### src/rtl/contact_angle_trilinear_interp_assert.svh
// Assertion macros for the contact-angle interpolator.
`ifndef CONTACT_ANGLE_TRILINEAR_INTERP_ASSERT_SVH
`define CONTACT_ANGLE_TRILINEAR_INTERP_ASSERT_SVH

// Checks that the consequent holds in the same cycle as the antecedent.
`define CATI_ASSERT_NOW(lbl, ante, cons, msg) \
  lbl: assert property (@(posedge clk) disable iff (rst) (ante) |-> (cons)) else $error(msg);

// Checks that the consequent holds in the cycle after the antecedent.
`define CATI_ASSERT_NEXT(lbl, ante, cons, msg) \
  lbl: assert property (@(posedge clk) disable iff (rst) (ante) |=> (cons)) else $error(msg);

`endif

### src/rtl/cati_pkg.sv
// Shared types, constants and the arctangent table of the contact-angle interpolator.
package cati_pkg;

  localparam int POS_BITS   = 17;
  localparam int GRAD_BITS  = 16;
  localparam int ANGLE_BITS = 15;
  localparam int FRAC_MAX   = 16;
  localparam int ADDR_MAX   = 24;

  localparam logic [ANGLE_BITS-1:0] ANGLE_MAX = 15'd25736;
  localparam int PI_Q16 = 205887;
  localparam int CORDIC_STEPS = 17;

  // Operation classes decided by the front end.
  typedef enum logic [1:0] {
    OP_LOAD,
    OP_QUERY,
    OP_MISS
  } cati_op_t;

  // One classified request as it travels through the queue.
  typedef struct packed {
    cati_op_t                     op;
    logic [ADDR_MAX-1:0]          addr;
    logic [FRAC_MAX-1:0]          fx;
    logic [FRAC_MAX-1:0]          fy;
    logic [FRAC_MAX-1:0]          fz;
    logic signed [GRAD_BITS-1:0]  fgx;
    logic signed [GRAD_BITS-1:0]  fgy;
    logic signed [GRAD_BITS-1:0]  fgz;
    logic signed [GRAD_BITS-1:0]  sgx;
    logic signed [GRAD_BITS-1:0]  sgy;
    logic signed [GRAD_BITS-1:0]  sgz;
  } cati_item_t;

  // Arctangent of 2^-i in units of 2^-16 rad.
  function automatic logic [16:0] atan_q16(input logic [4:0] i);
    logic [16:0] v;
    unique case (i)
      5'd0:  v = 17'd51472;
      5'd1:  v = 17'd30385;
      5'd2:  v = 17'd16055;
      5'd3:  v = 17'd8150;
      5'd4:  v = 17'd4091;
      5'd5:  v = 17'd2047;
      5'd6:  v = 17'd1024;
      5'd7:  v = 17'd512;
      5'd8:  v = 17'd256;
      5'd9:  v = 17'd128;
      5'd10: v = 17'd64;
      5'd11: v = 17'd32;
      5'd12: v = 17'd16;
      5'd13: v = 17'd8;
      5'd14: v = 17'd4;
      5'd15: v = 17'd2;
      5'd16: v = 17'd1;
      default: v = 17'd0;
    endcase
    return v;
  endfunction

endpackage

### src/rtl/cati_front.sv
// Front end: takes requests, classifies them and computes the grid address.
module cati_front import cati_pkg::*; #(
  parameter int GRID_X    = 32,
  parameter int GRID_Y    = 32,
  parameter int GRID_Z    = 32,
  parameter int FRAC_BITS = 12
) (
  input  logic                        clk,
  input  logic                        rst,
  input  logic                        start,
  output logic                        busy,
  input  logic                        kind,
  input  logic [POS_BITS-1:0]         pos_x,
  input  logic [POS_BITS-1:0]         pos_y,
  input  logic [POS_BITS-1:0]         pos_z,
  input  logic signed [GRAD_BITS-1:0] fluid_gx,
  input  logic signed [GRAD_BITS-1:0] fluid_gy,
  input  logic signed [GRAD_BITS-1:0] fluid_gz,
  input  logic signed [GRAD_BITS-1:0] solid_gx,
  input  logic signed [GRAD_BITS-1:0] solid_gy,
  input  logic signed [GRAD_BITS-1:0] solid_gz,
  input  logic                        q_full,
  output logic                        q_push,
  output cati_item_t                  q_item
);

  localparam int IB = POS_BITS - FRAC_BITS;

  logic [IB-1:0] ix, iy, iz;
  logic          load_in, query_in, accept;
  logic [31:0]   lin;
  cati_item_t    item_c;
  cati_item_t    stage;
  logic          stage_valid;

  // Integer parts select the grid point, fraction bits the offsets.
  assign ix = pos_x[POS_BITS-1:FRAC_BITS];
  assign iy = pos_y[POS_BITS-1:FRAC_BITS];
  assign iz = pos_z[POS_BITS-1:FRAC_BITS];

  assign load_in  = (32'(ix) < 32'(GRID_X)) && (32'(iy) < 32'(GRID_Y)) &&
                    (32'(iz) < 32'(GRID_Z));
  assign query_in = (32'(ix) + 32'd1 < 32'(GRID_X)) && (32'(iy) + 32'd1 < 32'(GRID_Y)) &&
                    (32'(iz) + 32'd1 < 32'(GRID_Z));

  // Linear address of the point, x fastest.
  assign lin = (32'(iz) * 32'(GRID_Y) + 32'(iy)) * 32'(GRID_X) + 32'(ix);

  // Classified request built from the ports.
  always_comb begin
    item_c.op   = kind ? (query_in ? OP_QUERY : OP_MISS) : OP_LOAD;
    item_c.addr = lin[ADDR_MAX-1:0];
    item_c.fx   = FRAC_MAX'(pos_x[FRAC_BITS-1:0]);
    item_c.fy   = FRAC_MAX'(pos_y[FRAC_BITS-1:0]);
    item_c.fz   = FRAC_MAX'(pos_z[FRAC_BITS-1:0]);
    item_c.fgx  = fluid_gx;
    item_c.fgy  = fluid_gy;
    item_c.fgz  = fluid_gz;
    item_c.sgx  = solid_gx;
    item_c.sgy  = solid_gy;
    item_c.sgz  = solid_gz;
  end

  // The stage only blocks new requests while it cannot drain into the queue.
  assign busy   = stage_valid && q_full;
  assign accept = start && !busy;
  assign q_push = stage_valid && !q_full;
  assign q_item = stage;

  // Staging register; loads outside the grid are dropped here.
  always_ff @(posedge clk) begin
    if (rst) begin
      stage_valid <= 1'b0;
    end else begin
      if (q_push) begin
        stage_valid <= 1'b0;
      end
      if (accept && (kind || load_in)) begin
        stage_valid <= 1'b1;
      end
    end
    if (accept) begin
      stage <= item_c;
    end
  end

endmodule

### config.mk
export PLATFORM = sky130hd
export DESIGN_NAME = cati_front
export DESIGN_NICKNAME = d
export VERILOG_FILES = /design/src/rtl/contact_angle_trilinear_interp_assert.svh /design/src/rtl/cati_pkg.sv /design/src/rtl/cati_front.sv
export SDC_FILE = /design/constraint.sdc
export NUM_CORES = 1
export LEC_CHECK = 0
export ABC_AREA = 0
export BUFFER_PORTS_ARGS = -buffer_cell sky130_fd_sc_hd__clkbuf_2
export CORE_ASPECT_RATIO = 0.5
export CORE_MARGIN = 4
export CORE_UTILIZATION = 28
export CTS_CLUSTER_SIZE = 12
export DETAILED_ROUTE_END_ITERATION = 10
export GPL_TIMING_DRIVEN = 0
export SYNTH_ARGS = -nofsm -noshare
export SYNTH_HDL_FRONTEND = slang
export SYNTH_SLANG_ARGS = --single-unit
### constraint.sdc
create_clock -name clk -period 9.7 [get_ports clk]
set_input_delay 1.94 -clock clk [delete_from_list [all_inputs] [get_ports clk]]
set_output_delay 1.94 -clock clk [all_outputs]
set_load 0.03 [all_outputs]
==> results of run 1 <==
## critical path: cells and delay by family
kind,cells,cell delay (ns)
buffers and inverters,2,0.33
and+or+nand+nor,1,0.20
## metal layers
metal  share of wire  vias up  global-route usage
met5               0        -                   0
met4           0.011        0              0.0372
met3           0.038       15              0.0417
met2            0.58       56               0.265
met1            0.37     1493               0.159
li1                -     1393                   -
## power by group through the flow
| stage | Combinational [W] | Clock, W | Sequential, W |
|---|---|---|---|
| 2_1_floorplan | 0.0000308 | 0 | 0.000866 |
| 3_3_place_gp | 0.000179 | 0 | 0.000793 |
| 3_5_place_dp | 0.000187 | 0 | 0.000783 |
| 4_1_cts | 0.000187 | 0.000626 | 0.000769 |
| 5_1_grt | 0.000195 | 0.000659 | 0.000772 |
| 6_report | 0.000185 | 0.000607 | 0.000769 |
## final timing paths
check,from,to,slack (ns),depth (start not counted)
hold reg to reg,stage_valid,stage_valid,0.68,3
hold / removal,stage_valid,stage_valid,0.68,3
setup reg to reg,stage_valid,q_item[38],7.51,5
setup / recovery,q_full,busy,5.29,3
## final cells by class
cell class / count / area [sq um]
clock inverters: 15 / 121
fillers: 1496 / 9230
repair buffers: 306 / 1590
flip-flops and latches: 150 / 4490
plain buffers: 21 / 158
well taps: 227 / 284
clock buffers: 17 / 425
multi-input cells: 36 / 170
## through the flow
stage	hold WS [ns]	cells	total power [W]	utilization	worst slack, ns
after floorplan	0.731	207	0.000896	-	0.257
after global placement	0.626	736	0.000972	0.401	-2.23
after detailed placement	0.676	740	0.000970	0.407	5.28
after CTS	0.686	772	0.00158	0.440	5.28
after global routing	0.737	772	0.00163	0.440	5.25
final	0.677	772	0.00156	0.440	5.29
## sequential cells by signal (all words and copies together), names as in the netlist
register     cells
q_item         149
stage_valid      1
## cells by family after synthesis
logic type      share of synthesized area
flops                               0.948
buf+inv                            0.0333
simple gates                       0.0135
compound gates                    0.00422
other cells                      0.000791
## cells in the final DEF (no fill, tap or decap), types with 3 or more instances in the layout
cell | synthesis | final
buf_12 | 0 | 4
buf_4 | 21 | 21
clkbuf_16 | 0 | 17
clkbuf_2 | 0 | 302
clkinv_2 | 0 | 3
clkinv_4 | 0 | 6
conb_1 | 1 | 21
edfxtp_1 | 149 | 149
inv_6 | 0 | 4
nand2_1 | 3 | 3
nand3_1 | 3 | 3
nor2_1 | 3 | 3
==> results.toml, run 1 <==
[clock_tree]
cts_resized = 0
clk_pin_slew_ns = 0.06
postCtsSetupBuffers = 0
clk_latency_ns = 0.40
numClockSinks = 150
cts_tree = "built"
cts_made_buffers = 17
cts-root-buf = "clkbuf_16"
clockBufferDepth = 2
ctsHtreeMaxLevel = 4
hold_buffers = 0

[route]
via_per_inst = 3.83
drtIter0Drc = 86
antenna_left = 0
vias = 2957
post_drt_wl_per_cell_um = 18.0
drtPass1Iterations = 4
drcViolationCount = 0
routed_wl_um = 13900

[power_and_ir_drop]
clkPwrFrac = 0.389
p_int_w = 0.00115
power_switching_w = 0.000415
pwr-share-seq = 0.492
p_sw_frac = 0.266
pwr-share-comb = 0.119
p_leak_nw = 3.23
power.density_nw_per_um2 = 216
vdd_drop_max_mv = 0.105

[floorplanning]
die_area_sq_um = 19200
dieHeight_um = 100
core-area_sq_um = 16500
die_w_um = 192
num_rows = 33
ios = 324
start_util = 0.288

[flow_run]
maxCapViolations = 0

[worst_setup_path]
cp_slowest_cell = "clkbuf_2"
crit_arrival_ns = 2.47
cp-end-kind = "primary output"
crit_top_cell = "clkbuf_2"
criticalPathCategory = "primary input to primary output"
cp.required_ns = 7.76
start_kind = "primary input"
slowest_delay_ns = 0.24
cp_max_fo = 3
cp_cell_sequence = "clkbuf_2 -> and2_1 -> clkbuf_2"

[timing]
post-route-period-util = 0.455
skew_ns = 0.0115
slew_headroom = 0.525
maxSlewViolCount = 0
period_minus_slack_ns = 4.41
worst_slew_pin_slew_ns = 0.711
tns_ns = 0
setup_viol = 0
hold_viol = 0
rsz0062_at_grt = "false"
fmax_mhz = 227

[place]
place_congestion = 0.777
port_buffers = 302
dp_hpwl_um = 11200
placed_area_sq_um = 6700

[synthesis]
ys_top_cells_by_count = "edfxtp_1 (149), buf_4 (21), nand2_1 (3), nand3_1 (3), nor2_1 (3)"
synth_ff_type = "edfxtp_1"
ys_types = 12
synth_area_leaders = "edfxtp_1 (94%), buf_4 (3.3%), dfxtp_1 (0.42%), nand3_1 (0.32%), nor2b_1 (0.26%)"
synth_area_sq_um = 4740
synth_most_common_cell = "edfxtp_1"
yosys_warnings = 0
synth_cells = 187
seq_area_frac_synth = 0.948
async_reset_ff_frac = 0
synth_edf_count = 149
ys_seq_elements = 150
syn_area_per_cell_sq_um = 25.3
netlist.area_leader.share = 0.944
yosysTopAreaCell = "edfxtp_1"

[global_routing]
grt_pass1_vias = 3196
grt_pass1_wl_um = 19600
gr-total-overflow = 0
antenna_found_initial = 0
grt_util_all_layers = 0.142
grt_max_degree = 37

[finish]
drive_gt1_frac = 0.662
final_nets = 684
antenna_cells = 0
design_area_sq_um = 7240
syn_to_final_growth_pct = 52.9

[outcome]
outcome = "finished, final reports clean"

[hold_path]
hold_path.class = "flip-flop to flip-flop"
(Power assumes the default switching activity.)
==> inputs of run 2 (changes only) <==
==> constraint.sdc (replaced) <==
create_clock -name clk -period 4.3 [get_ports clk]
set_input_delay 0.86 -clock clk [delete_from_list [all_inputs] [get_ports clk]]
set_output_delay 0.86 -clock clk [all_outputs]
set_load 0.03 [all_outputs]
==> run 2 against run 1 <==
  * Cell count fell by 0.26%
  * Final area is 1.5% higher
  * Clock-buffer cell count is 1 higher
  * Non-clock buffer count is the same
  * Sequential cell count unchanged
  * Hold slack got worse by 0.069 ns
  * Clock skew increased by 0.00095 ns
  * Utilization is 0.67 points higher
  * First-iteration DRC count up 26%
  * Largest power group unchanged
==> results.toml, run 2 (same netlist as run 1, synthesis figures left out) <==
[outcome]
outcome = "finished, final reports clean"

[place]
port_buffers = 302
placed_cells = 740
place_congestion = 0.808
pre_cts_slack_ns = 1.65
dp_hpwl_um = 11100

[floorplanning]
ios = 324
die_area_sq_um = 19200
dieHeight_um = 100
core-area_sq_um = 16500
die_w_um = 192
num_rows = 33
start_util = 0.288

[finish]
syn_to_final_growth_pct = 55.2
stdcell_count = 770
final_nets = 684
fillCellCount = 1498
antenna_cells = 0
largest_reg_flops = 149
post-route-util = 0.446
layout_commonest_cell = "clkbuf_2"
final_cell_mix = "clkbuf_2 (302), edfxtp_1 (149), buf_4 (21), conb_1 (21), clkbuf_16 (17)"
drive_gt1_frac = 0.659

[hold_path]
hold_path.class = "primary input to flip-flop"

[global_routing]
gr-total-overflow = 0
grt_util_all_layers = 0.135
grt_pass1_vias = 3072
antenna_found_initial = 0
grt_max_degree = 38
grt_pass1_wl_um = 18800

[clock_tree]
clk_pin_slew_ns = 0.06
ctsHtreeMaxLevel = 4
cts_tree = "built"
clockBufferDepth = 2
cts_resized = 0
cts-root-buf = "clkbuf_16"
hold_buffers = 0
clk_latency_ns = 0.40
postCtsSetupBuffers = 0
numClockSinks = 150
cts_made_buffers = 17

[worst_setup_path]
cp-end-kind = "primary output"
cp_max_fo = 3
cp.required_ns = 3.44
start_kind = "primary input"
criticalPathCategory = "primary input to primary output"
crit_arrival_ns = 1.41

[timing]
post-route-period-util = 0.527
maxSlewViolCount = 0
holdWs_ns = 0.608
rsz0062_at_grt = "false"
skew_ns = 0.0125
hold_viol = 0
finalWorstSetupSlack_ns = 2.03
fmax_mhz = 441
setup_viol = 0
period_minus_slack_ns = 2.27

[route]
via_per_inst = 3.87
post_drt_wl_per_cell_um = 17.8
antenna_left = 0
drtPass1Iterations = 4
drcViolationCount = 0
routed_wl_um = 13700
vias = 2981
drtIter0Drc = 108

[power_and_ir_drop]
vdd_drop_max_mv = 0.236
power.density_nw_per_um2 = 518
p_leak_nw = 3.28

[flow_run]
maxCapViolations = 0
## run 2: cell types whose count changed in the layout (fill, tap and decap cells not counted), sizes merged
cell / delta
bufinv: +6
clkbuf: +1
clkinv: -5
inv: -4
## run 2: layout make-up
cell class | count | area [sq um] | share of cell area
clock buffers | 18 | 429 | 0.0584
repair buffers | 306 | 1590 | 0.216
flip-flops and latches | 150 | 4490 | 0.611
well taps | 227 | 284 | 0.0386
plain buffers | 21 | 158 | 0.0214
multi-input cells | 36 | 170 | 0.0231
clock inverters | 12 | 228 | 0.0310
## run 2: final timing paths
kind,depth (start not counted),to,slack [ns],from
hold reg to reg,3,stage_valid,0.67,stage_valid
setup / recovery,3,busy,2.03,q_full
hold / removal,2,stage_valid,0.61,rst
setup reg to reg,5,q_item[58],2.33,stage_valid
## run 2: worst max-delay path, cell delays in order
cell and delay (ns):
clkbuf_2 0.09, and2_1 0.21, clkbuf_2 0.24
## run 2: stage by stage
step / instance area [sq um] / total power, W / setup TNS (ns)
finish: 7350 / 0.00381 / 0
global route: 7350 / 0.00394 / 0
CTS: 7350 / 0.00385 / 0
detailed placement: 6700 / 0.00219 / 0
global placement: 6620 / 0.00217 / -40.51
floorplan: 4820 / 0.00201 / 0
## run 2: power breakdown
| group | switching, W | leakage (nW) | total (W) | internal (W) |
|---|---|---|---|---|
| sequential | 0.0000228 | 1.45 | 0.00173 | 0.00171 |
| combinational | 0.000294 | 1.51 | 0.000418 | 0.000124 |
| clock | 0.000571 | 0.316 | 0.00166 | 0.00109 |
## run 2: per-layer routing
layer,vias up,global-route usage,part of all wire
met1,1500,0.160,0.39
met5,-,0,0
met3,18,0.0240,0.031
li1,1386,-,-
met4,0,0.0493,0.017
met2,77,0.247,0.56
==> inputs of run 3 (changes only) <==
==> constraint.sdc (replaced) <==
create_clock -name clk -period 2.1 [get_ports clk]
set_input_delay 0.42 -clock clk [delete_from_list [all_inputs] [get_ports clk]]
set_output_delay 0.42 -clock clk [all_outputs]
set_load 0.03 [all_outputs]
==> run 3 against run 2 <==
  * Sequential share of layout area increased by 0.56 points
  * Utilization shrank 0.40 points
  * Critical path depth up 1
  * Largest cell class unchanged
  * Die area unchanged
  * Total power is 96% higher
==> results.toml, run 3 (same netlist as run 1, synthesis figures left out) <==
[outcome]
outcome = "finished, final reports clean"

[worst_setup_path]
start_kind = "flip-flop"
slowest_delay_ns = 0.55
cp_max_fo = 36
r2r_slack_ns = 0.21
critical_path.top_delay_family = "simple AND/OR/NAND/NOR gates"
cp-end-kind = "flip-flop"
crit_start = "stage_valid"
rr_worst_depth = 4
cp_slowest_cell = "nor2b_4"
cp_cell_sequence = "and2_4 -> nor2b_4 -> buf_12 -> buf_12"
criticalPathCategory = "flip-flop to flip-flop"
cp_num_buf_inv = 2
cp.required_ns = 2.19
timing.rr.end = "q_item[136]"
crit_arrival_ns = 1.98
r2r-start = "stage_valid"
crit_top_cell = "buf_12"

[finish]
post-route-util = 0.442
drive_gt1_frac = 0.660
final_nets = 684
syn_to_final_growth_pct = 53.8
fillCellCount = 1509
largest_reg_flops = 149
stdcell_count = 771
layout_commonest_cell = "clkbuf_2"
antenna_cells = 0
final_cell_mix = "clkbuf_2 (302), edfxtp_1 (149), buf_4 (21), conb_1 (21), clkbuf_16 (17)"

[floorplanning]
core-area_sq_um = 16500
ios = 324
die_area_sq_um = 19200
start_util = 0.288
dieHeight_um = 100
die_w_um = 192
num_rows = 33

[timing]
period_minus_slack_ns = 1.89
slew_headroom = 0.551
rsz0062_at_grt = "false"
fmax_mhz = 528
setup_viol = 0
maxSlewViolCount = 0
hold_viol = 0
holdWs_ns = 0.184
skew_ns = 0.0144
worst_slew_pin_slew_ns = 0.672
post-route-period-util = 0.902

[power_and_ir_drop]
vdd_drop_max_mv = 0.535
power.density_nw_per_um2 = 1020
pwr-share-seq = 0.476
pwr-share-comb = 0.115
power_switching_w = 0.00184
p_sw_frac = 0.246
total_power_w = 0.00746
p_int_w = 0.00562
p_leak_nw = 3.23
clkPwrFrac = 0.409

[global_routing]
grt_pass1_wl_um = 19900
grt_pass1_vias = 3318
antenna_found_initial = 0
gr-total-overflow = 0
grt_max_degree = 37
grt_util_all_layers = 0.143

[clock_tree]
cts_resized = 0
cts_tree = "built"
cts_made_buffers = 17
hold_buffers = 0
clockBufferDepth = 2
ctsHtreeMaxLevel = 4
postCtsSetupBuffers = 0
clk_latency_ns = 0.40
numClockSinks = 150
clk_pin_slew_ns = 0.05
cts-root-buf = "clkbuf_16"

[route]
antenna_left = 0
via_per_inst = 3.89
drcViolationCount = 0
drtPass1Iterations = 4
vias = 2999
drtIter0Drc = 132
routed_wl_um = 14300
post_drt_wl_per_cell_um = 18.5

[place]
placed_cells = 740
place_congestion = 0.775
dp_hpwl_um = 11700
port_buffers = 302

[flow_run]
maxCapViolations = 0

[hold_path]
min_path_cells = 2
hold_path.class = "primary input to flip-flop"
min_from = "rst"
min_to = "stage_valid"
==> run 3: changes by cell type in the layout (fill, tap and decap cells not counted) <==
cell,previous run,this run
clkinvlp_4,1,5
bufinv_16,6,3
clkinv_4,3,1
and2_1,1,0
and2_4,0,1
clkbuf_1,1,2
clkinv_2,1,2
==> run 3: how the worst max path moves through the flow <==
stage	endpoint	slack (ns)	cells after the start
final	q_item[136]	0.21	4
after global routing	q_item[136]	0.11	4
after CTS	q_item[93]	0.18	4
after detailed placement	q_item[75]	-0.05	5
after global placement	q_item[74]	-1.99	3
after floorplan	q_item[0]	-1.16	2
==> run 3: power by group through the flow <==
| stage | Clock [W] | Combinational [W] | Sequential (W) |
|---|---|---|---|
| final | 0.00305 | 0.000858 | 0.00355 |
| after global routing | 0.00327 | 0.000901 | 0.00357 |
| after CTS | 0.00311 | 0.000868 | 0.00356 |
| after detailed placement | 0 | 0.000867 | 0.00362 |
| after global placement | 0 | 0.000830 | 0.00363 |
| after floorplan | 0 | 0.000145 | 0.00397 |
==> run 3: area by class of cell <==
cell class                 count  area (sq um)  share of cell area
clock buffer                  19           433              0.0594
timing repair buffer         306          1590               0.218
buffer                        21           158              0.0216
tap                          227           284              0.0390
clock inverter                12           155              0.0213
multi-input combinational     36           173              0.0237
sequential                   150          4490               0.617
==> run 3: per-stage QoR <==
stage	setup WS (ns)	cell area (sq um)	setup TNS [ns]
6_report	0.206	7290	0
5_1_grt	0.113	7290	0
4_1_cts	0.184	7290	0
3_5_place_dp	-0.0488	6700	-2.40
3_3_place_gp	-1.99	6620	-294.61
2_1_floorplan	-1.16	4820	-172.41
==> run 3: routing by layer <==
metal	track usage	part of all wire
met4	0.0526	0.019
met5	0	0
met2	0.259	0.56
met3	0.0382	0.040
met1	0.165	0.38
