### src/rtl/contact_angle_trilinear_interp_assert.svh
// Assertion macros for the contact-angle interpolator.
`ifndef CONTACT_ANGLE_TRILINEAR_INTERP_ASSERT_SVH
`define CONTACT_ANGLE_TRILINEAR_INTERP_ASSERT_SVH

// Checks that the consequent holds in the same cycle as the antecedent.
`define CATI_ASSERT_NOW(lbl, ante, cons, msg) \
  lbl: assert property (@(posedge clk) disable iff (rst) (ante) |-> (cons)) else $error(msg);

// Checks that the consequent holds in the cycle after the antecedent.
`define CATI_ASSERT_NEXT(lbl, ante, cons, msg) \
  lbl: assert property (@(posedge clk) disable iff (rst) (ante) |=> (cons)) else $error(msg);

`endif

### src/rtl/cati_queue.sv
// Two-entry queue between the front end and the back end.
module cati_queue #(
  parameter int W = 8
) (
  input  logic         clk,
  input  logic         rst,
  input  logic         push,
  input  logic [W-1:0] din,
  output logic         full,
  input  logic         pop,
  output logic [W-1:0] dout,
  output logic         empty
);

  logic [W-1:0] slots [2];
  logic         wp, rp;
  logic [1:0]   cnt;

  assign full  = (cnt == 2'd2);
  assign empty = (cnt == 2'd0);
  assign dout  = slots[rp];

  // Pointers and fill count.
  always_ff @(posedge clk) begin
    if (rst) begin
      wp  <= 1'b0;
      rp  <= 1'b0;
      cnt <= 2'd0;
    end else begin
      if (push) begin
        wp <= ~wp;
      end
      if (pop) begin
        rp <= ~rp;
      end
      cnt <= cnt + 2'(push) - 2'(pop);
    end
    if (push) begin
      slots[wp] <= din;
    end
  end

endmodule

### config.mk
export PLATFORM = sky130hd
export DESIGN_NAME = cati_queue
export DESIGN_NICKNAME = d
export VERILOG_FILES = /design/src/rtl/contact_angle_trilinear_interp_assert.svh /design/src/rtl/cati_queue.sv
export SDC_FILE = /design/constraint.sdc
export NUM_CORES = 1
export LEC_CHECK = 0
export BUFFER_PORTS_ARGS = -buffer_cell sky130_fd_sc_hd__buf_2
export CAP_MARGIN = 25
export CORE_AREA = 8 8 49 51
export DETAILED_ROUTE_END_ITERATION = 8
export DIE_AREA = 0 0 57 59
export GPL_TIMING_DRIVEN = 1
export PLACE_DENSITY = 0.81
export SKIP_CTS_REPAIR_TIMING = 1
export SLEW_MARGIN = 40
export SYNTH_ARGS = -nofsm -noshare
export SYNTH_HDL_FRONTEND = slang
export SYNTH_SLANG_ARGS = --single-unit
export TNS_END_PERCENT = 30
### constraint.sdc
create_clock -name clk -period 2.28 [get_ports clk]
set_clock_uncertainty 0.1 [all_clocks]
set_input_delay 0 -clock clk [delete_from_list [all_inputs] [get_ports clk]]
set_output_delay 0 -clock clk [all_outputs]
set_load 0.01 [all_outputs]
==> results of run 1 <==
-- through the flow --
| stage | cells | setup slack, ps | hold slack, ps |
|---|---|---|---|
| after detailed placement | 83 | 919 | 92.2 |
| after global routing | 99 | 754 | 312 |
| after global placement | 83 | 982 | 91.4 |
| final | 99 | 826 | 316 |
| after CTS | 87 | 794 | -229 |
| after floorplan | 46 | 1040 | -28.4 |
-- cell families after synthesis --
kind of cell               share of synthesized area
xor gates and xnor gates                      0.0506
and+or+nand+nor                               0.0553
muxes                                          0.114
adders and majority gates                     0.0316
buffers and inverters                         0.0158
DFF                                            0.733
-- synthesized netlist by cell type --
library cell	n
nor2b_1	3
and2_1	1
dfxtp_1	5
mux2_2	8
edfxtp_1	16
inv_1	2
xnor3_1	1
buf_2	1
nor2_1	5
ha_1	2
xnor2_1	2
-- final cells by class --
class	count	area [um^2]
Fill cell	130	591
Tap cell	17	21.3
Timing Repair Buffer	33	225
Multi-Input combinational cell	22	199
Clock buffer	3	22.5
Clock inverter	1	5.00
Sequential cell	21	581
Inverter	2	7.51
-- where the power goes --
group	leakage [nW]	switching [mW]	internal, mW	total, mW
sequential	0.192	0.0184	0.444	0.463
clock	0.0177	0.106	0.0653	0.171
combinational	0.224	0.0565	0.0826	0.139
total	0.433	0.181	0.592	0.773
-- path summary, 6_finish.rpt --
| kind | slack, ps | startpoint | endpoint |
|---|---|---|---|
| worst max register to register | 910 | wp | slots[0][1] |
| worst min-delay path | 320 | din[4] | slots[0][4] |
| worst max-delay path | 830 | flop | dout[7] |
| worst min register to register | 430 | rp | flop |
-- routing by layer --
| metal | track usage | part of all wire | vias to the layer above |
|---|---|---|---|
| met3 | 0.0365 | 0.088 | 2 |
| met1 | 0.0814 | 0.40 | 230 |
| met2 | 0.119 | 0.51 | 14 |
| li1 | - | - | 236 |
| met5 | 0 | 0 | - |
| met4 | 0.0604 | 0.0071 | 0 |
-- flip-flops by register name (all words and copies together) (netlist names), named ones only --
signal	count
cnt	2
slots	16
wp	1
rp	1
==> reports/results.tsv, run 1 <==
stage	metric	value	unit
outcome	outcome	completed	
logic_synthesis	synth.largest_area_cell	edfxtp_1	
global_route	grt_pass1_vias	447	
power_and_ir_drop	power-per-cell-area	729	mW/mm^2
die	die_h	59	um
power_and_ir_drop	p_leak	0.433	nW
drt	viasPerCell	4.87	
logic_synthesis	netlist_instances	46	
sta	setup_tns	0	ps
setup_path	critPathTopFamily	flip-flops	
finish	area.growth.synth_to_final	34.0	%
logic_synthesis	synth_top_area_share	0.607	
cts	numCtsBuffers	3	
place	port_buffers	21	
sta	final-hold-violation-count	0	
sta	fin_crit_sh	0.638	
die	die_w	57	um
logic_synthesis	yosysWarningCount	0	
setup_path	cp_slowest_cell	dfxtp_1	
global_route	antenna_found_initial	0	
finish	postLayoutCoreUtil	0.642	
setup_path	cp_data_arrival_time	1350	ps
worst_hold_path	min_path_cells	2	
logic_synthesis	ys_seq_area_frac	0.733	
die	die_area	0.00336	mm^2
global_route	grt.total_usage	0.0781	
sta	rsz0062_at_grt	false	
power_and_ir_drop	irDropWorstVdd	0.000441	V
logic_synthesis	syn_nets	60	
finish	design_area	0.00106	mm^2
place	place.detailed.hpwl	979	um
logic_synthesis	syn-cell-area	792	um^2
global_route	grt_first_pass_wirelength	1.98	mm
sta	max-slew-margin-rel	0.534	
setup_path	slowest_delay	540	ps
sta	slew_viol_final	0	
cts	clockBufferDepth	2	
place	gp_congestion	0.654	
drt	route.vias.total	482	
cts	cts_tree	done	
drt	drc_errors	0	
logic_synthesis	synth_area_leaders	edfxtp_1 61%, dfxtp_1 13%, mux2_2 11%, ha_1 3.2%, xnor3_1 2.8%	
setup_path	required	2180	ps
logic_synthesis	avgSynthCellArea	17.2	um^2
finish	final_common_cell	buf_2	
setup_path	crit_path_max_fanout	8	
setup_path	critical_path_class	flop to output port	
sta	clock.fmax	688	MHz
drt	final_antenna_net_count	0	
cts	h-tree-depth	1	
drt	first_iter_violations	11	
finish	antenna_cells	0	
die	core	0.00165	mm^2
cts	insertion_delay	300	ps
setup_path	crit_path_end_kind	output port	
cts	cts-root-buf	clkbuf_4	
setup_path	crit_chain	mux2_2 > buf_2	
setup_path	cp_num_buf_inv	1	
finish	drive_gt1_frac	0.402	
global_route	gr-total-overflow	0	
finish	nNetsFinal	97	
setup_path	reg2reg_depth	1	
place	dpl-instance-area	913	um^2
die	io_pins	22	
flow_run	maxCapViolCount	0	
setup_path	cp.depth	2	
logic_synthesis	synth.ff_latch_count	21	
cts	cts_sinks	21	
sta	finalSetupViolCount	0	
cts	path_clk_slew	120	ps
setup_path	critPathLaunchType	flop	
sta	tightestPinTransition	697	ps
worst_hold_path	worstHoldPathType	input pin to flop	
power_and_ir_drop	power	0.773	mW
logic_synthesis	synth_cell_types	11	
sta	fin_crit	1450	ps
finish	final_cell_mix	21 x buf_2, 16 x edfxtp_1, 12 x dlygate4sd3_1	
drt	wl_per_cell	14.3	um
die	fp-row-count	15	
drt	drt-pass1-iter-count	4	
drt	finalWirelength	1.41	mm
die	start_util	0.480	
global_route	grt_start_max_net_pins	13	
Note: power is estimated with default switching activity, not from simulation.
==> run 2: changes to the inputs <==
--- a/config.mk
+++ b/config.mk
@@ -5,13 +5,14 @@
 export SDC_FILE = /design/constraint.sdc
 export NUM_CORES = 1
 export LEC_CHECK = 0
+export ABC_AREA = 1
 export BUFFER_PORTS_ARGS = -buffer_cell sky130_fd_sc_hd__buf_2
 export CAP_MARGIN = 25
-export CORE_AREA = 8 8 49 51
+export CORE_AREA = 8 8 51 53
 export DETAILED_ROUTE_END_ITERATION = 8
-export DIE_AREA = 0 0 57 59
+export DIE_AREA = 0 0 59 61
 export GPL_TIMING_DRIVEN = 1
-export PLACE_DENSITY = 0.81
+export PLACE_DENSITY = 0.77
 export SKIP_CTS_REPAIR_TIMING = 1
 export SLEW_MARGIN = 40
 export SYNTH_ARGS = -nofsm -noshare
==> constraint.sdc (replaced) <==
create_clock -name clk -period 1.35 [get_ports clk]
set_clock_uncertainty 0.1 [all_clocks]
set_input_delay 0 -clock clk [delete_from_list [all_inputs] [get_ports clk]]
set_output_delay 0 -clock clk [all_outputs]
set_load 0.01 [all_outputs]
==> run 2 against run 1 <==
Against the previous run: synthesized cell count rose by 22%; combinational power rose by 130%; clock power rose by 77%; cell area rose by 15%; critical path depth rose by 1; final cell count rose by 21%; via count rose by 14%; worst setup slack got worse by 820 ps; critical path type unchanged; non-clock buffer count rose by 1; die area rose by 7.0%; power rose by 78%; largest cell class unchanged; worst hold slack got worse by 4.8 ps.
==> reports/results.tsv, run 2 <==
stage	metric	value	unit	change
die	die_h	61	um	+3.4%
setup_path	critical_path_class	flop to output port		
setup_path	cp_slowest_cell	dfxtp_2		
global_route	grt_first_pass_wirelength	2.20	mm	+11%
logic_synthesis	synth_xor_area_frac	0.0105		-0.0401
global_route	use_met1	0.0776		-0.00380
die	die_w	59	um	+3.5%
logic_synthesis	netlist_instances	56		+22%
setup_path	worstSetupEndpoint	dout[5]		
setup_path	cp.depth	3		+1
logic_synthesis	yosys.area_share.adder	0.0299		-0.00166
finish	post_layout_nonfiller_instances	120		+21%
place	dp.cells	105		+27%
place	port_buffers	21		unchanged
cts	numCtsBuffers	3		unchanged
global_route	gr-total-overflow	0		unchanged
sta	clock.fmax	744	MHz	
drt	drt-pass1-iter-count	4		unchanged
logic_synthesis	synth_compound_area_frac	0.00599		+0.00599
drt	drc_errors	0		unchanged
logic_synthesis	synthMuxAreaShare	0.144		+0.0300
power_and_ir_drop	power-per-cell-area	1140	mW/mm^2	+56%
drt	finalWirelength	1.75	mm	+24%
global_route	use_met3	0.0212		-0.0153
cts	cts_sinks	21		unchanged
setup_path	r2r_start	cnt[0]		
setup_path	critPathLaunchType	flop		
sta	fin_crit	1340	ps	
die	start_util	0.454		-0.0257
sta	fin_crit_sh	0.995		
setup_path	required	1250	ps	-930 ps
place	gp_congestion	0.594		-9.1%
logic_synthesis	ys.flop_type	edfxtp_1		
logic_synthesis	synth_top_family_by_area	multiplexers		
finish	reg_top3	slots x16, cnt x2		
logic_synthesis	synth_top_cells_by_count	16 x edfxtp_1, 8 x inv_1, 8 x mux2_4, 8 x nor2_1, 5 x dfxtp_1		
finish	antenna_cells	0		unchanged
cts	clockBufferDepth	2		unchanged
logic_synthesis	synth_enable_flop_cells	16		unchanged
finish	nNetsFinal	108		+11%
finish	regMostFlops	slots		
finish	final_cell_mix	16 x edfxtp_1, 13 x buf_2, 11 x dlygate4sd3_1		
cts	h-tree-depth	1		unchanged
flow_run	maxCapViolCount	0		unchanged
drt	viasPerCell	4.59		-5.7%
setup_path	r2r_end	cnt[1]		
place	dpl-instance-area	978	um^2	+7.1%
logic_synthesis	syn_nets	70		+17%
finish	design_area	0.00121	mm^2	+15%
setup_path	reg2reg_depth	9		+8
global_route	antenna_found_initial	0		unchanged
logic_synthesis	avgSynthCellArea	14.9	um^2	-13%
setup_path	crit_path_max_fanout	8		unchanged
sta	final-hold-violation-count	0		unchanged
global_route	met2_usage	0.165		+0.0457
worst_hold_path	worstHoldPathType	input pin to flop		
outcome	outcome	completed		
setup_path	crit_chain	buf_8 > mux2_4 > buf_6		
worst_hold_path	min_path_cells	2		unchanged
logic_synthesis	syn-cell-area	836	um^2	+5.5%
power_and_ir_drop	p_leak	0.516	nW	+19%
finish	drive_gt1_frac	0.495		+0.0922
logic_synthesis	ys_seq_area_frac	0.695		-0.0384
cts	cts_tree	done		
sta	tightestPinTransition	339	ps	-358 ps
finish	largest_reg_flops	16		unchanged
setup_path	crit_path_end_kind	output port		
setup_path	cp_data_arrival_time	1240	ps	-110 ps
sta	slew_viol_final	0		unchanged
global_route	gr-max-usage-layer	met2		
sta	finalSetupViolCount	0		unchanged
die	core	0.00184	mm^2	+12%
setup_path	rrSetupSlack	30	ps	-880 ps
cts	cts-root-buf	clkbuf_4		
drt	route.vias.total	551		+14%
logic_synthesis	synthArstFlopShare	0		unchanged
cts	insertion_delay	300	ps	about the same
finish	area.growth.synth_to_final	45.4	%	
sta	max-slew-margin-rel	0.774		+0.240
logic_synthesis	yosys.area_share.simple	0.0659		+0.0106
die	fp-row-count	16		+1
global_route	grt_start_max_net_pins	13		unchanged
drt	final_antenna_net_count	0		unchanged
global_route	grt.total_usage	0.0837		+0.00558
die	io_pins	22		unchanged
setup_path	cp_num_buf_inv	2		+1
global_route	grt_pass1_vias	546		+22%
logic_synthesis	synth.largest_area_cell	edfxtp_1		
drt	first_iter_violations	5		-6
sta	rsz0062_at_grt	true		
logic_synthesis	yosysWarningCount	0		unchanged
logic_synthesis	synth_top_area_share	0.575		-0.0318
die	die_area	0.00360	mm^2	+7.0%
logic_synthesis	yosysMostFrequentCell	edfxtp_1		
place	place.detailed.hpwl	1.06	mm	+8.6%
logic_synthesis	synth_cell_types	12		+1
power_and_ir_drop	irDropWorstVdd	0.000670	V	+52%
logic_synthesis	synth_area_leaders	edfxtp_1 57%, mux2_4 14%, dfxtp_1 12%, inv_1 3.6%, nor2_1 3.6%		
drt	wl_per_cell	14.6	um	+2.2%
cts	path_clk_slew	120	ps	about the same
finish	final_common_cell	edfxtp_1		
setup_path	critPathTopFamily	flip-flops		
setup_path	slowest_delay	360	ps	-180 ps
logic_synthesis	synth.ff_latch_count	21		unchanged
-- run 2: cell count changes after synthesis, sizes merged --
cell and change:
xnor2 -1, inv +6, nand3 +1, xnor3 -1, nand2 +4, nor2b -3
and2 -1, a21oi +1, nor2 +3, nor3 +1
-- run 2: area by class of cell --
cell class	count	area (um^2)
Clock buffer	3	22.5
Clock inverter	1	5.00
Sequential cell	21	583
Tap cell	27	33.8
Multi-Input combinational cell	26	253
Timing Repair Buffer	34	288
Inverter	8	30.0
Fill cell	152	627
-- run 2: worst min-delay path by stage --
stage	startpoint	to	slack, ps
6_report	din[1]	slots[1][1]	310
3_5_place_dp	din[7]	slots[1][7]	90
4_1_cts	din[7]	slots[1][7]	-230
5_1_grt	din[1]	slots[0][1]	310
3_3_place_gp	din[0]	slots[1][0]	90
2_1_floorplan	rst	cnt[0]	-30
-- run 2: stage by stage --
stage / setup WS [ps] / utilization / total power, mW / setup TNS [ps] / hold slack, ps
3_5_place_dp: -30.0 / 0.531 / 0.989 / -30.0 / 93.1
2_1_floorplan: 53.1 / - / 0.910 / 0 / -28.8
5_1_grt: -31.8 / 0.660 / 1.44 / -162 / 314
6_report: 6.08 / 0.660 / 1.38 / 0 / 312
4_1_cts: -57.3 / 0.546 / 1.28 / -391 / -228
3_3_place_gp: 44.3 / 0.531 / 0.977 / 0 / 89.0
-- run 2: cell families after synthesis --
group                    after synthesis
AND/OR/NAND/NOR                       14
adder cells (fa/ha/maj)                2
XOR/XNOR                               1
multiplexers                           8
buffers and inverters                  9
flip-flops                            21
AO/OA/AOI/OAI                          1
-- run 2: routing by layer --
metal  wire length, um  up-vias
met2              1010       19
li1                  -      264
met1               636      266
met5                 0        -
met3                84        2
met4                16        0
-- run 2: where the power goes --
group / total, mW / switching [mW] / internal (mW)
combinational: 0.313 / 0.135 / 0.178
sequential: 0.764 / 0.0210 / 0.743
clock: 0.302 / 0.192 / 0.111
==> run 3: changes to the inputs <==
==> constraint.sdc (replaced) <==
create_clock -name clk -period 1.35 [get_ports clk]
set_clock_uncertainty 0.1 [all_clocks]
set_input_delay 0 -clock clk [delete_from_list [all_inputs] [get_ports clk]]
set_output_delay 0 -clock clk [all_outputs]
set_load 0.02 [all_outputs]
==> run 3 against run 2 <==
Against the previous run: sequential share of layout area fell by 0.15 points; power grew 2.5%; worst setup slack worse by 14 ps; highest routed layer unchanged; via count rose by 0.36%; die area did not move; worst hold slack got worse by 310 ps; the flow now finishes with violations (hold timing, setup timing); first-iteration DRC count rose to 6.2 times the previous value; register-to-register slack barely moved; sequential power about the same.
==> reports/results.tsv, run 3 (same netlist as run 2, synthesis figures left out) <==
stage	metric	value	unit	change
sta	clock.fmax	737	MHz	-1.0%
finish	final_common_cell	edfxtp_1		
setup_path	critical_path_class	flop to output port		
sta	setup_ws	-7.52	ps	-13.6 ps
cts	path_clk_slew	110	ps	about the same
die	die_h	61	um	unchanged
global_route	antenna_found_initial	0		unchanged
sta	rsz0062_at_grt	true		
finish	regMostFlops	slots		
finish	multiInputGateArea	245	um^2	-3.0%
sta	slew_viol_final	0		unchanged
cts	cts_tree	done		
drt	route.vias.total	553		+0.36%
die	io_pins	22		unchanged
setup_path	cp_data_arrival_time	1260	ps	+20 ps
sta	fin_crit_sh	1.01		+0.0101
global_route	grt_start_max_net_pins	12		-1
global_route	grt_pass1_vias	579		+6.0%
finish	final_cell_mix	16 x edfxtp_1, 13 x buf_2, 12 x dlygate4sd3_1		
cts	numCtsBuffers	3		unchanged
power_and_ir_drop	pwr-share-clk	0.214		-0.005
sta	max-slew-margin-rel	0.754		-0.0196
setup_path	cp_slowest_cell	dfxtp_2		
finish	num-fill-cells	148		-2.6%
outcome	violations	hold timing, setup timing		
outcome	outcome	complete, but fails checks		
worst_hold_path	holdCritStartpoint	pop		
sta	final-hold-violation-count	1		+1
setup_path	critPathLaunchType	flop		
setup_path	slowest_delay	360	ps	about the same
power_and_ir_drop	power-per-cell-area	1160	mW/mm^2	+2.2%
drt	drt-pass1-iter-count	4		unchanged
global_route	gr-total-overflow	0		unchanged
setup_path	r2r_start	cnt[0]		
drt	first_iter_violations	31		+26
worst_hold_path	min_path_cells	4		+2
flow_run	maxCapViolCount	0		unchanged
sta	tightestPinTransition	368	ps	+29.3 ps
die	die_area	0.00360	mm^2	unchanged
die	core	0.00184	mm^2	unchanged
finish	nNetsFinal	109		+0.93%
setup_path	reg2reg_depth	8		-1
cts	cts_sinks	21		unchanged
worst_hold_path	worstHoldPathType	input pin to flop		
worst_hold_path	holdPathEnd	cnt[1]		
drt	drc_errors	0		unchanged
cts	insertion_delay	300	ps	about the same
cts	cts-root-buf	clkbuf_4		
cts	clockBufferDepth	2		unchanged
power_and_ir_drop	internal-power	1.04	mW	+1.1%
finish	postLayoutCoreUtil	0.662		+0.00204
sta	fin_crit	1360	ps	+13.6 ps
drt	viasPerCell	4.53		-1.3%
setup_path	crit_chain	buf_8 > mux2_4 > buf_6		
setup_path	crit_path_max_fanout	8		unchanged
power_and_ir_drop	combPwrFrac	0.247		+0.020
power_and_ir_drop	power	1.41	mW	+2.5%
power_and_ir_drop	irDropWorstVdd	0.000656	V	-2.1%
finish	drive_gt1_frac	0.457		-0.0372
die	fp-row-count	16		unchanged
setup_path	rrSetupSlack	20	ps	about the same
cts	h-tree-depth	1		unchanged
power_and_ir_drop	power.net_switching	0.372	mW	+6.9%
setup_path	crit_path_end_kind	output port		
finish	area.growth.synth_to_final	45.8	%	
global_route	grt_first_pass_wirelength	2.36	mm	+7.2%
power_and_ir_drop	sw_frac_of_total	0.263		+0.0106
sta	finalSetupViolCount	6		+6
setup_path	required	1250	ps	about the same
place	port_buffers	21		unchanged
die	die_w	59	um	unchanged
drt	final_antenna_net_count	0		unchanged
place	gp_congestion	0.596		+0.29%
setup_path	r2r_end	cnt[1]		
global_route	grt.total_usage	0.0895		+0.00577
finish	seq_area	583	um^2	unchanged
finish	largest_reg_flops	16		unchanged
die	start_util	0.454		unchanged
drt	wl_per_cell	14.8	um	+1.4%
place	place.detailed.hpwl	1.08	mm	+1.6%
power_and_ir_drop	seqPwrFrac	0.539		-0.015
sta	hold_ws	-3.06	ps	-315 ps
finish	reg_top3	slots x16, cnt x2		
power_and_ir_drop	p_leak	0.516	nW	+0.14%
drt	finalWirelength	1.80	mm	+3.1%
## run 3: cell count changes in the layout (fill, tap and decap cells not counted), sizes merged
cell and delta:
clkbuf +1, clkinv -1, diode +1, dlygate4sd3 +1
## run 3: final cells by class
cell class,count,area share
Clock buffer,4,0.0216
Tap cell,27,0.0277
Inverter,8,0.0246
Multi-Input combinational cell,26,0.201
Sequential cell,21,0.478
Timing Repair Buffer,35,0.244
Antenna cell,1,0.00205
## run 3: how the worst max path moves through the flow
| stage | startpoint | to | slack [ps] | depth (start not counted) |
|---|---|---|---|---|
| after floorplan | cnt[0] | cnt[1] | 50 | 8 |
| after detailed placement | cnt[0] | cnt[1] | -50 | 8 |
| after CTS | cnt[0] | cnt[1] | -60 | 8 |
| final | flop | dout[6] | -8 | 3 |
| after global placement | cnt[0] | cnt[1] | 40 | 8 |
| after global routing | flop | dout[6] | -50 | 3 |
## run 3: worst max-delay path, delay by kind of cell (launching register included)
kind	cells	cell delay (ps)
flops	1	360
mux	1	310
buf+inv	2	280
## run 3: power by group through the flow
stage / sequential [mW] / combinational [mW] / clock, mW
6_report: 0.762 / 0.349 / 0.302
5_1_grt: 0.767 / 0.374 / 0.337
4_1_cts: 0.758 / 0.247 / 0.304
3_5_place_dp: 0.773 / 0.246 / 0
3_3_place_gp: 0.770 / 0.235 / 0
2_1_floorplan: 0.769 / 0.170 / 0
## run 3: through the flow
stage	worst slack (ps)	hold slack, ps	std cells	TNS [ps]	area, um^2
3_3_place_gp	43.7	89.0	105	0	978
5_1_grt	-52.8	13.9	121	-404	1220
4_1_cts	-64.6	-230	109	-503	1000
6_report	-7.52	-3.06	122	-32.4	1220
2_1_floorplan	53.1	-28.8	56	0	836
3_5_place_dp	-53.4	93.2	105	-53.4	978
## run 3: metal layers
layer  vias to the layer above  GRT usage  share of wire
met5                         -          0              0
met4                         0     0.0410          0.010
met3                         2     0.0318          0.042
met2                        29      0.181           0.57
met1                       257     0.0752           0.37
li1                        265          -              -
